`src/rtl/core/sdt_pkg.sv`:
```
package sdt_pkg;

  // default window depth, in bytes
  localparam int MAX_DELIM_BYTES_DEF = 8;

  // widths fixed by the register map and payload
  localparam int CFG_DATA_W  = 64;
  localparam int CFG_IDX_W   = 2;
  localparam int DELIM_LEN_W = 4;
  localparam int COUNT_W     = 16;

  localparam logic [COUNT_W-1:0] COUNT_MAX = {COUNT_W{1'b1}};

  // configuration register indexes
  typedef enum logic [CFG_IDX_W-1:0] {
    CFG_DELIM_BYTES = 2'd0,
    CFG_DELIM_LEN   = 2'd1,
    CFG_DROP_EMPTY  = 2'd2
  } cfg_idx_t;

  // one result transaction
  typedef struct packed {
    logic [7:0]         out_byte;
    logic               byte_valid;
    logic               token_end;
    logic               string_done;
    logic [COUNT_W-1:0] token_count;
  } res_t;

  // per-cycle control from the step logic to the result buffer
  typedef struct packed {
    logic step;
    logic res_valid;
    logic done;
  } step_ctl_t;

endpackage

```
`src/rtl/core/sdt_cell.sv`:
```
module sdt_cell (
  input  logic       clk,
  input  logic       push_en,
  input  logic [7:0] push_byte,
  input  logic       shift_en,
  input  logic [7:0] next_byte,
  input  logic [7:0] delim_byte,
  output logic [7:0] cur_byte,
  output logic       eq
);

  logic [7:0] byte_r;
  logic [7:0] byte_nxt;

  // window byte as seen after an incoming byte lands here
  assign cur_byte = push_en ? push_byte : byte_r;
  assign eq       = (cur_byte == delim_byte);

  // take the right neighbor's byte when the window drops its oldest byte
  assign byte_nxt = shift_en ? next_byte : cur_byte;

  always_ff @(posedge clk) begin
    byte_r <= byte_nxt;
  end

endmodule

```
`src/rtl/core/sdt_result_buf.sv`:
```
module sdt_result_buf (
  input  logic              clk,
  input  logic              rst_n,
  input  sdt_pkg::step_ctl_t ctl,
  input  sdt_pkg::res_t     res,
  input  logic              out_stall,
  output logic              ready,
  output logic              out_valid,
  output sdt_pkg::res_t     out_res,
  output logic              out_last
);

  logic          pend_valid_r;
  logic          pend_last_r;
  sdt_pkg::res_t pend_res_r;
  logic          out_valid_r;
  logic          out_last_r;
  sdt_pkg::res_t out_res_r;

  logic out_free;
  logic move_step;
  logic move_idle;
  logic move;
  logic move_last;

  // output register can load this cycle
  assign out_free = !out_valid_r || !out_stall;
  assign ready    = !pend_valid_r || out_free;

  // a held result leaves once we know whether it closes its transaction
  assign move_step = ctl.step && pend_valid_r && (pend_last_r || ctl.res_valid || ctl.done);
  assign move_idle = !ctl.step && pend_valid_r && pend_last_r && out_free;
  assign move      = move_step || move_idle;
  assign move_last = pend_last_r || (!ctl.res_valid && ctl.done);

  always_ff @(posedge clk) begin
    if (!rst_n) begin
      pend_valid_r <= 1'b0;
      pend_last_r  <= 1'b0;
      out_valid_r  <= 1'b0;
    end else begin
      // holding stage
      if (ctl.step && ctl.res_valid) begin
        pend_valid_r <= 1'b1;
        pend_last_r  <= ctl.done;
      end else if (move) begin
        pend_valid_r <= 1'b0;
      end
      // output stage
      if (move) begin
        out_valid_r <= 1'b1;
      end else if (!out_stall) begin
        out_valid_r <= 1'b0;
      end
    end
  end

  // payload registers
  always_ff @(posedge clk) begin
    if (ctl.step && ctl.res_valid) begin
      pend_res_r <= res;
    end
    if (move) begin
      out_res_r  <= pend_res_r;
      out_last_r <= move_last;
    end
  end

  assign out_valid = out_valid_r;
  assign out_res   = out_res_r;
  assign out_last  = out_last_r;

endmodule

```
`src/rtl/core/string_delimiter_splitter.sv`:
```
// Multi-byte delimiter tokenizer. Takes a string one byte per transaction and splits it at
// each leftmost, non-overlapping occurrence of a 0 to MAX_DELIM_BYTES byte delimiter; content
// bytes come out one per result, a token end is one result, and end of string gives a final
// result with the saturating token count. Steady state is one input byte per cycle while the
// result channel is not stalled, set by the single-step window of compare cells; results are
// registered in a holding stage and an output stage behind the item stage. An end of string
// flushes each byte held in the window, its own byte included, as content, then gives the
// final result. A delimiter match while the window holds more bytes than the delimiter (only
// after the delimiter length was lowered mid-string) drops the delimiter bytes one at a time,
// and bytes drained after such a change leave one at a time. No clearing pass after reset.
module string_delimiter_splitter #(
  parameter int MAX_DELIM_BYTES = sdt_pkg::MAX_DELIM_BYTES_DEF
) (
  input  logic                           clk,
  input  logic                           rst_n,
  // configuration port
  input  logic                           cfg_wr_en,
  input  logic [sdt_pkg::CFG_IDX_W-1:0]  cfg_index,
  input  logic [sdt_pkg::CFG_DATA_W-1:0] cfg_data,
  // input channel
  input  logic                           in_valid,
  output logic                           in_stall,
  input  logic [7:0]                     in_char_byte,
  input  logic                           in_has_byte,
  input  logic                           in_end_of_string,
  // result channel
  output logic                           out_valid,
  input  logic                           out_stall,
  output logic [7:0]                     out_byte,
  output logic                           out_byte_valid,
  output logic                           out_token_end,
  output logic                           out_string_done,
  output logic [sdt_pkg::COUNT_W-1:0]    out_token_count,
  output logic                           out_last_result
);

  localparam int FW = $clog2(MAX_DELIM_BYTES + 1);

  // configuration registers
  logic [sdt_pkg::CFG_DATA_W-1:0]  delim_bytes_r;
  logic [sdt_pkg::DELIM_LEN_W-1:0] delim_size_r;
  logic                            drop_empty_r;

  // item stage
  logic       item_valid_r;
  logic       item_pushed_r;
  logic [7:0] item_byte_r;
  logic       item_has_r;
  logic       item_end_r;

  // tokenizer state
  logic [FW-1:0]               fill_r;
  logic [FW-1:0]               fill_nxt;
  logic [FW-1:0]               skip_r;
  logic [FW-1:0]               skip_nxt;
  logic                        nonempty_r;
  logic                        nonempty_nxt;
  logic [sdt_pkg::COUNT_W-1:0] count_r;
  logic [sdt_pkg::COUNT_W-1:0] count_nxt;

  // step logic
  logic                        buf_ready;
  logic                        step_en;
  logic                        push;
  logic [FW-1:0]               fill_a;
  logic [FW-1:0]               eff_len;
  logic                        len_zero;
  logic                        match;
  logic                        drain_pend;
  logic                        drain_after;
  logic                        shift;
  logic                        final_step;
  logic                        kept;
  logic                        done;
  logic [sdt_pkg::COUNT_W-1:0] count_inc;
  sdt_pkg::res_t               res;
  logic                        res_valid;
  sdt_pkg::step_ctl_t          ctl;
  sdt_pkg::res_t               out_res;

  // cell row
  logic [7:0] cell_byte [MAX_DELIM_BYTES];
  logic       cell_eq   [MAX_DELIM_BYTES];
  logic       cell_hit  [MAX_DELIM_BYTES];

  // effective delimiter length, clamped to the window depth
  assign eff_len  = (delim_size_r > sdt_pkg::DELIM_LEN_W'(MAX_DELIM_BYTES)) ?
                    FW'(MAX_DELIM_BYTES) : FW'(delim_size_r);
  assign len_zero = (eff_len == '0);

  assign step_en = item_valid_r && buf_ready;
  assign push    = item_has_r && !item_pushed_r;
  assign fill_a  = fill_r + FW'(push);

  // window of compare cells, oldest byte in cell 0
  for (genvar i = 0; i < MAX_DELIM_BYTES; i++) begin : g_cell
    logic [7:0] right_byte;
    if (i == MAX_DELIM_BYTES - 1) begin : g_tail
      assign right_byte = cell_byte[i];
    end else begin : g_body
      assign right_byte = cell_byte[i+1];
    end

    sdt_cell u_cell (
      .clk        (clk),
      .push_en    (step_en && push && (fill_r == FW'(i))),
      .push_byte  (item_byte_r),
      .shift_en   (step_en && shift),
      .next_byte  (right_byte),
      .delim_byte (delim_bytes_r[8*i +: 8]),
      .cur_byte   (cell_byte[i]),
      .eq         (cell_eq[i])
    );

    assign cell_hit[i] = cell_eq[i] || (FW'(i) >= eff_len);
  end

  // delimiter matches over its length
  always_comb begin
    match = 1'b1;
    for (int i = 0; i < MAX_DELIM_BYTES; i++) begin
      match = match && cell_hit[i];
    end
  end

  assign drain_pend = item_has_r && (len_zero ? (fill_a != '0) : (fill_a >= eff_len));
  assign kept       = !drop_empty_r || nonempty_r;
  assign count_inc  = (count_r == sdt_pkg::COUNT_MAX) ? count_r :
                      count_r + sdt_pkg::COUNT_W'(1);

  // one window action per cycle, applied when the step is enabled
  always_comb begin
    shift        = 1'b0;
    fill_nxt     = fill_a;
    skip_nxt     = skip_r;
    nonempty_nxt = nonempty_r;
    count_nxt    = count_r;
    res          = '0;
    res_valid    = 1'b0;
    final_step   = 1'b0;
    if (skip_r != '0) begin
      // finish dropping a matched delimiter
      shift    = 1'b1;
      fill_nxt = fill_a - FW'(1);
      skip_nxt = skip_r - FW'(1);
    end else if (drain_pend) begin
      if (len_zero || !match) begin
        shift          = 1'b1;
        fill_nxt       = fill_a - FW'(1);
        nonempty_nxt   = 1'b1;
        res.out_byte   = cell_byte[0];
        res.byte_valid = 1'b1;
        res_valid      = 1'b1;
      end else begin
        nonempty_nxt  = 1'b0;
        res.token_end = 1'b1;
        res_valid     = kept;
        if (kept) begin
          count_nxt = count_inc;
        end
        if (fill_a == eff_len) begin
          fill_nxt = '0;
        end else begin
          shift    = 1'b1;
          fill_nxt = fill_a - FW'(1);
          skip_nxt = eff_len - FW'(1);
        end
      end
    end else if (item_end_r) begin
      if (fill_a != '0) begin
        // flush held bytes as content
        shift          = 1'b1;
        fill_nxt       = fill_a - FW'(1);
        nonempty_nxt   = 1'b1;
        res.out_byte   = cell_byte[0];
        res.byte_valid = 1'b1;
        res_valid      = 1'b1;
      end else begin
        // close the string
        res.token_end   = kept;
        res.string_done = 1'b1;
        res.token_count = kept ? count_inc : count_r;
        res_valid       = 1'b1;
        final_step      = 1'b1;
        fill_nxt        = '0;
        nonempty_nxt    = 1'b0;
        count_nxt       = '0;
      end
    end
  end

  // transaction is finished once nothing is left to drain or flush
  assign drain_after = item_has_r && (len_zero ? (fill_nxt != '0) : (fill_nxt >= eff_len));
  assign done        = (skip_nxt == '0) && !drain_after && (!item_end_r || final_step);

  assign in_stall = item_valid_r && !(step_en && done);

  // control and state registers
  always_ff @(posedge clk) begin
    if (!rst_n) begin
      delim_bytes_r <= '0;
      delim_size_r  <= sdt_pkg::DELIM_LEN_W'(1);
      drop_empty_r  <= 1'b0;
      item_valid_r  <= 1'b0;
      item_pushed_r <= 1'b0;
      fill_r        <= '0;
      skip_r        <= '0;
      nonempty_r    <= 1'b0;
      count_r       <= '0;
    end else begin
      // register writes
      if (cfg_wr_en) begin
        case (sdt_pkg::cfg_idx_t'(cfg_index))
          sdt_pkg::CFG_DELIM_BYTES: delim_bytes_r <= cfg_data;
          sdt_pkg::CFG_DELIM_LEN:   delim_size_r  <= cfg_data[sdt_pkg::DELIM_LEN_W-1:0];
          sdt_pkg::CFG_DROP_EMPTY:  drop_empty_r  <= cfg_data[0];
          default: begin
          end
        endcase
      end
      // tokenizer state
      if (step_en) begin
        fill_r     <= fill_nxt;
        skip_r     <= skip_nxt;
        nonempty_r <= nonempty_nxt;
        count_r    <= count_nxt;
      end
      // item stage
      if (in_valid && !in_stall) begin
        item_valid_r  <= 1'b1;
        item_pushed_r <= 1'b0;
      end else if (step_en && done) begin
        item_valid_r <= 1'b0;
      end else if (step_en) begin
        item_pushed_r <= 1'b1;
      end
    end
  end

  // item payload
  always_ff @(posedge clk) begin
    if (in_valid && !in_stall) begin
      item_byte_r <= in_char_byte;
      item_has_r  <= in_has_byte;
      item_end_r  <= in_end_of_string;
    end
  end

  assign ctl.step      = step_en;
  assign ctl.res_valid = res_valid;
  assign ctl.done      = done;

  sdt_result_buf u_result_buf (
    .clk       (clk),
    .rst_n     (rst_n),
    .ctl       (ctl),
    .res       (res),
    .out_stall (out_stall),
    .ready     (buf_ready),
    .out_valid (out_valid),
    .out_res   (out_res),
    .out_last  (out_last_result)
  );

  assign out_byte        = out_res.out_byte;
  assign out_byte_valid  = out_res.byte_valid;
  assign out_token_end   = out_res.token_end;
  assign out_string_done = out_res.string_done;
  assign out_token_count = out_res.token_count;

  // window never holds more than its depth
  a_fill_bound: assert property (@(posedge clk) disable iff (!rst_n)
    fill_r <= FW'(MAX_DELIM_BYTES))
    else $error("window fill beyond depth");

  // a delimiter drop in progress belongs to a held transaction
  a_skip_item: assert property (@(posedge clk) disable iff (!rst_n)
    (skip_r != '0) |-> item_valid_r)
    else $error("delimiter drop without transaction");

  // the final result of a string always closes its transaction
  a_done_last: assert property (@(posedge clk) disable iff (!rst_n)
    (out_valid && out_string_done) |-> out_last_result)
    else $error("string done without last result");

  // count is only reported with the final result
  a_count_zero: assert property (@(posedge clk) disable iff (!rst_n)
    (out_valid && !out_string_done) |-> (out_token_count == '0))
    else $error("token count outside final result");

  // after a string closes the tokenizer state is back at rest
  a_string_reset: assert property (@(posedge clk) disable iff (!rst_n)
    (step_en && final_step) |=> (fill_r == '0 && count_r == '0 && !nonempty_r))
    else $error("state not cleared at end of string");

endmodule

```
`config.mk`:
```
export PLATFORM = sky130hd
export DESIGN_NAME = string_delimiter_splitter
export DESIGN_NICKNAME = d
export VERILOG_FILES = /design/src/rtl/core/sdt_pkg.sv /design/src/rtl/core/sdt_cell.sv /design/src/rtl/core/sdt_result_buf.sv /design/src/rtl/core/string_delimiter_splitter.sv
export SDC_FILE = /design/constraint.sdc
export NUM_CORES = 1
export LEC_CHECK = 0
export BUFFER_PORTS_ARGS = -buffer_cell sky130_fd_sc_hd__buf_2
export CORE_MARGIN = 2
export CORE_UTILIZATION = 40
export DETAILED_ROUTE_END_ITERATION = 10
export GPL_TIMING_DRIVEN = 1
export PLACE_DENSITY = 0.6
export SYNTH_ARGS = -nofsm -noshare
export SYNTH_HDL_FRONTEND = slang
export SYNTH_SLANG_ARGS = --single-unit
```
`constraint.sdc`:
```
create_clock -name clk -period 9.1 [get_ports clk]
set_input_delay 0 -clock clk [delete_from_list [all_inputs] [get_ports clk]]
set_output_delay 0 -clock clk [all_outputs]
set_load 0.05 [all_outputs]
```
==> out/metrics.yaml <==
swShare: 0.319
synth_ff_type: "dfxtp_1"
insertion_delay_ps: 520
grt_util_all_layers: 0.212
ant_nets: 0
comb_power_share: 0.230
synth_area_leaders: "dfxtp_1, edfxtp_1, a21oi_1"
cts-resized-gates: 0
crit_buf_inv: 3
drt_iter0_drc: 798
status: "complete, no violations"
rows: 60
yosys_warnings: 0
nets: 1486
grt.met2_usage: 0.327
worstPathCellList: "nor2b_1 > ha_1 > ha_1 > xnor2_1 > inv_1 > ha_1 > a21oi_1 > nor2b_1 > o41ai_2 > nor3_1 > nor2_1 > nand4_1 > a21oi_1 > inv_1 > ha_1 > a21o_1 > a21oi_1 > nor2b_1 > o31ai_1 > nand2b_1 > a311oi_1 > a211oi_1 > nor3b_2 > buf_4"
gp_congestion: 0.889
synth.distinct_cells: 86
grt_max_degree: 74
synth_area_mm2: 0.0110
htreeDepth: 1
cts_tree: "done"
cpLargestDelayFamily: "compound AO/OA/AOI/OAI gates"
leakage_uw: 0.00531
seq_area_frac_synth: 0.472
min_period_over_period: 0.693
hpwlAfterDp_mm: 21.3
drv_cap: 0
cts_root_buf: "clkbuf_16"
drc_errors: 0
post_drt_wl_per_cell_um: 17.6
wl_mm: 30.8
crit_arrival_ps: 6480
path_clk_slew_ps: 60
finalMaxSlewViolations: 0
critPathMaxFanout: 28
rsz0062_at_grt: "false"
syn-num-nets: 1317
min_period_ps: 6300
core_area_mm2: 0.0270
synth.avg_cell_area_um2: 9.07
min_path_type: "in -> reg"
synth-seq-cells: 228
final_layout_size_suffix_gt1_frac: 0.133
cts_made_buffers: 25
timing.critical_path.to_type: "register"
worst_hold_slack_ps: 192
vias_per_cell: 5.46
power.switching_uw: 992
dp.cells: 1618
die_area_mm2: 0.0289
die_x_um: 170
initial_core_util: 0.408
diodes: 0
ios: 111
holdBufCountCts: 82
fin_cells: 1744
p_int_uw: 2110
relSlewSlack: 0.296
final_common_cell: "nand2_1"
area_growth_pct: 22.2
yosysTopAreaCellShare: 0.296
drt_pass1_iterations: 8
yosysTopAreaCell: "dfxtp_1"
grt_pass1_vias: 8914
skew_ps: 10.5
busiest_layer: "met2"
clkPwrFrac: 0.323
required_ps: 9280
synthCells: 1217
clk_path_buf_depth: 3
critPathKind: "reg -> reg"
clock-sinks: 228
start_kind: "register"
synth_edf_count: 65
cpPeakStageDelay_ps: 670
post_cts.repair.setup_buffers: 0
met3_usage: 0.0335
die_y_um: 170
synthArstFlopShare: 0
hold_viol: 0
slowest_stage: "o41ai_2"
grt_first_pass_wirelength_mm: 48.9
tns_ps: 0
worstMarginPinSlew_ps: 1060
cp_common_cell: "ha_1"
ir_drop_mv: 0.134
pwr-share-seq: 0.447
use_met1: 0.310
fmax_mhz: 159
final_cell_mix: "nand2_1, dfxtp_1, a21oi_1"
setup_viol: 0
num_vias: 9524
port_buffers: 110
gr-total-overflow: 0
p_per_area_mw_per_mm2: 230
antenna_found_initial: 0
-- metrics by stage --
stage                     setup slack, ps   util  cell area (um^2)  power, uW
after floorplan                      1710      -             11000       1850
after global routing                 2290  0.499             13500       3270
after detailed placement             2890  0.439             11900       2080
after CTS                            2830  0.499             13500       3110
after global placement               3060  0.439             11900       2070
final                                2800  0.499             13500       3110
-- power by group through the flow --
| stage | clock (uW) | combinational [uW] | sequential (uW) |
|---|---|---|---|
| 6_report | 1000 | 714 | 1390 |
| 5_1_grt | 1070 | 797 | 1400 |
| 4_1_cts | 1030 | 706 | 1380 |
| 3_5_place_dp | 0 | 673 | 1400 |
| 3_3_place_gp | 0 | 671 | 1400 |
| 2_1_floorplan | 0 | 523 | 1330 |
-- cell type report --
class,instances,area (um^2)
clock inverter,6,78.8
clock buffer,38,734
sequential,228,5220
timing repair buffer,200,1430
fill,2538,13500
multi-input combinational,882,5420
tap,341,427
inverter,49,184
-- flip-flops by register name, summed over array words and instances (netlist names), 4 cells and up --
name                     flops
g_cell.u_cell.byte_r        64
skip_r                       4
delim_size_r                 4
u_result_buf.pend_res_r     27
count_r                     16
delim_bytes_r               64
item_byte_r                  8
u_result_buf.out_res        27
fill_r                       4
-- logic make-up (layout without fill, tap and decap cells) --
| logic type | count (synthesis) | in the layout | share of synthesized area |
|---|---|---|---|
| flip-flops | 228 | 228 | 0.472 |
| AND/OR/NAND/NOR | 408 | 408 | 0.175 |
| AO/OA/AOI/OAI | 332 | 332 | 0.190 |
| multiplexers | 27 | 27 | 0.0263 |
| buffers and inverters | 107 | 293 | 0.0391 |
| XOR/XNOR | 96 | 96 | 0.0762 |
| adder cells (fa/ha/maj) | 19 | 19 | 0.0215 |
-- cell usage after synthesis, types with 7 or more instances --
library cell and count:
nor4_1 9, buf_2 8, inv_1 45, o22ai_1 50, o21ai_0 39, and2_1 14, nor3_1 9, nand2_1 194
edfxtp_1 65, nor2b_1 8, nand4_1 16, clkbuf_1 43, a21oi_1 149, ha_1 19, xnor2_1 52, a222oi_1 7
nor2_1 84, xor2_1 44, mux2i_1 24, nand3_1 20, and3_1 14, o21a_1 7, dfxtp_1 163
-- path summary, 6_finish.rpt --
| path | start | to | slack (ps) | cells past startpoint |
|---|---|---|---|---|
| max | item_has_r | u_result_buf.out_res[20] | 2800 | 24 |
| min | in_end_of_string | item_end_r | 190 | 2 |
| max reg2reg | item_has_r | u_result_buf.out_res[20] | 2800 | 24 |
| min reg2reg | u_result_buf.pend_res_r[18] | u_result_buf.out_res[18] | 420 | 0 |
-- per-layer routing --
metal  vias to the layer above  share of wire
met5                         -              0
met4                         0          0.021
met3                        52          0.069
met2                       322           0.43
met1                      4465           0.48
li1                       4685              -
Note: power is estimated with default switching activity, not from simulation.
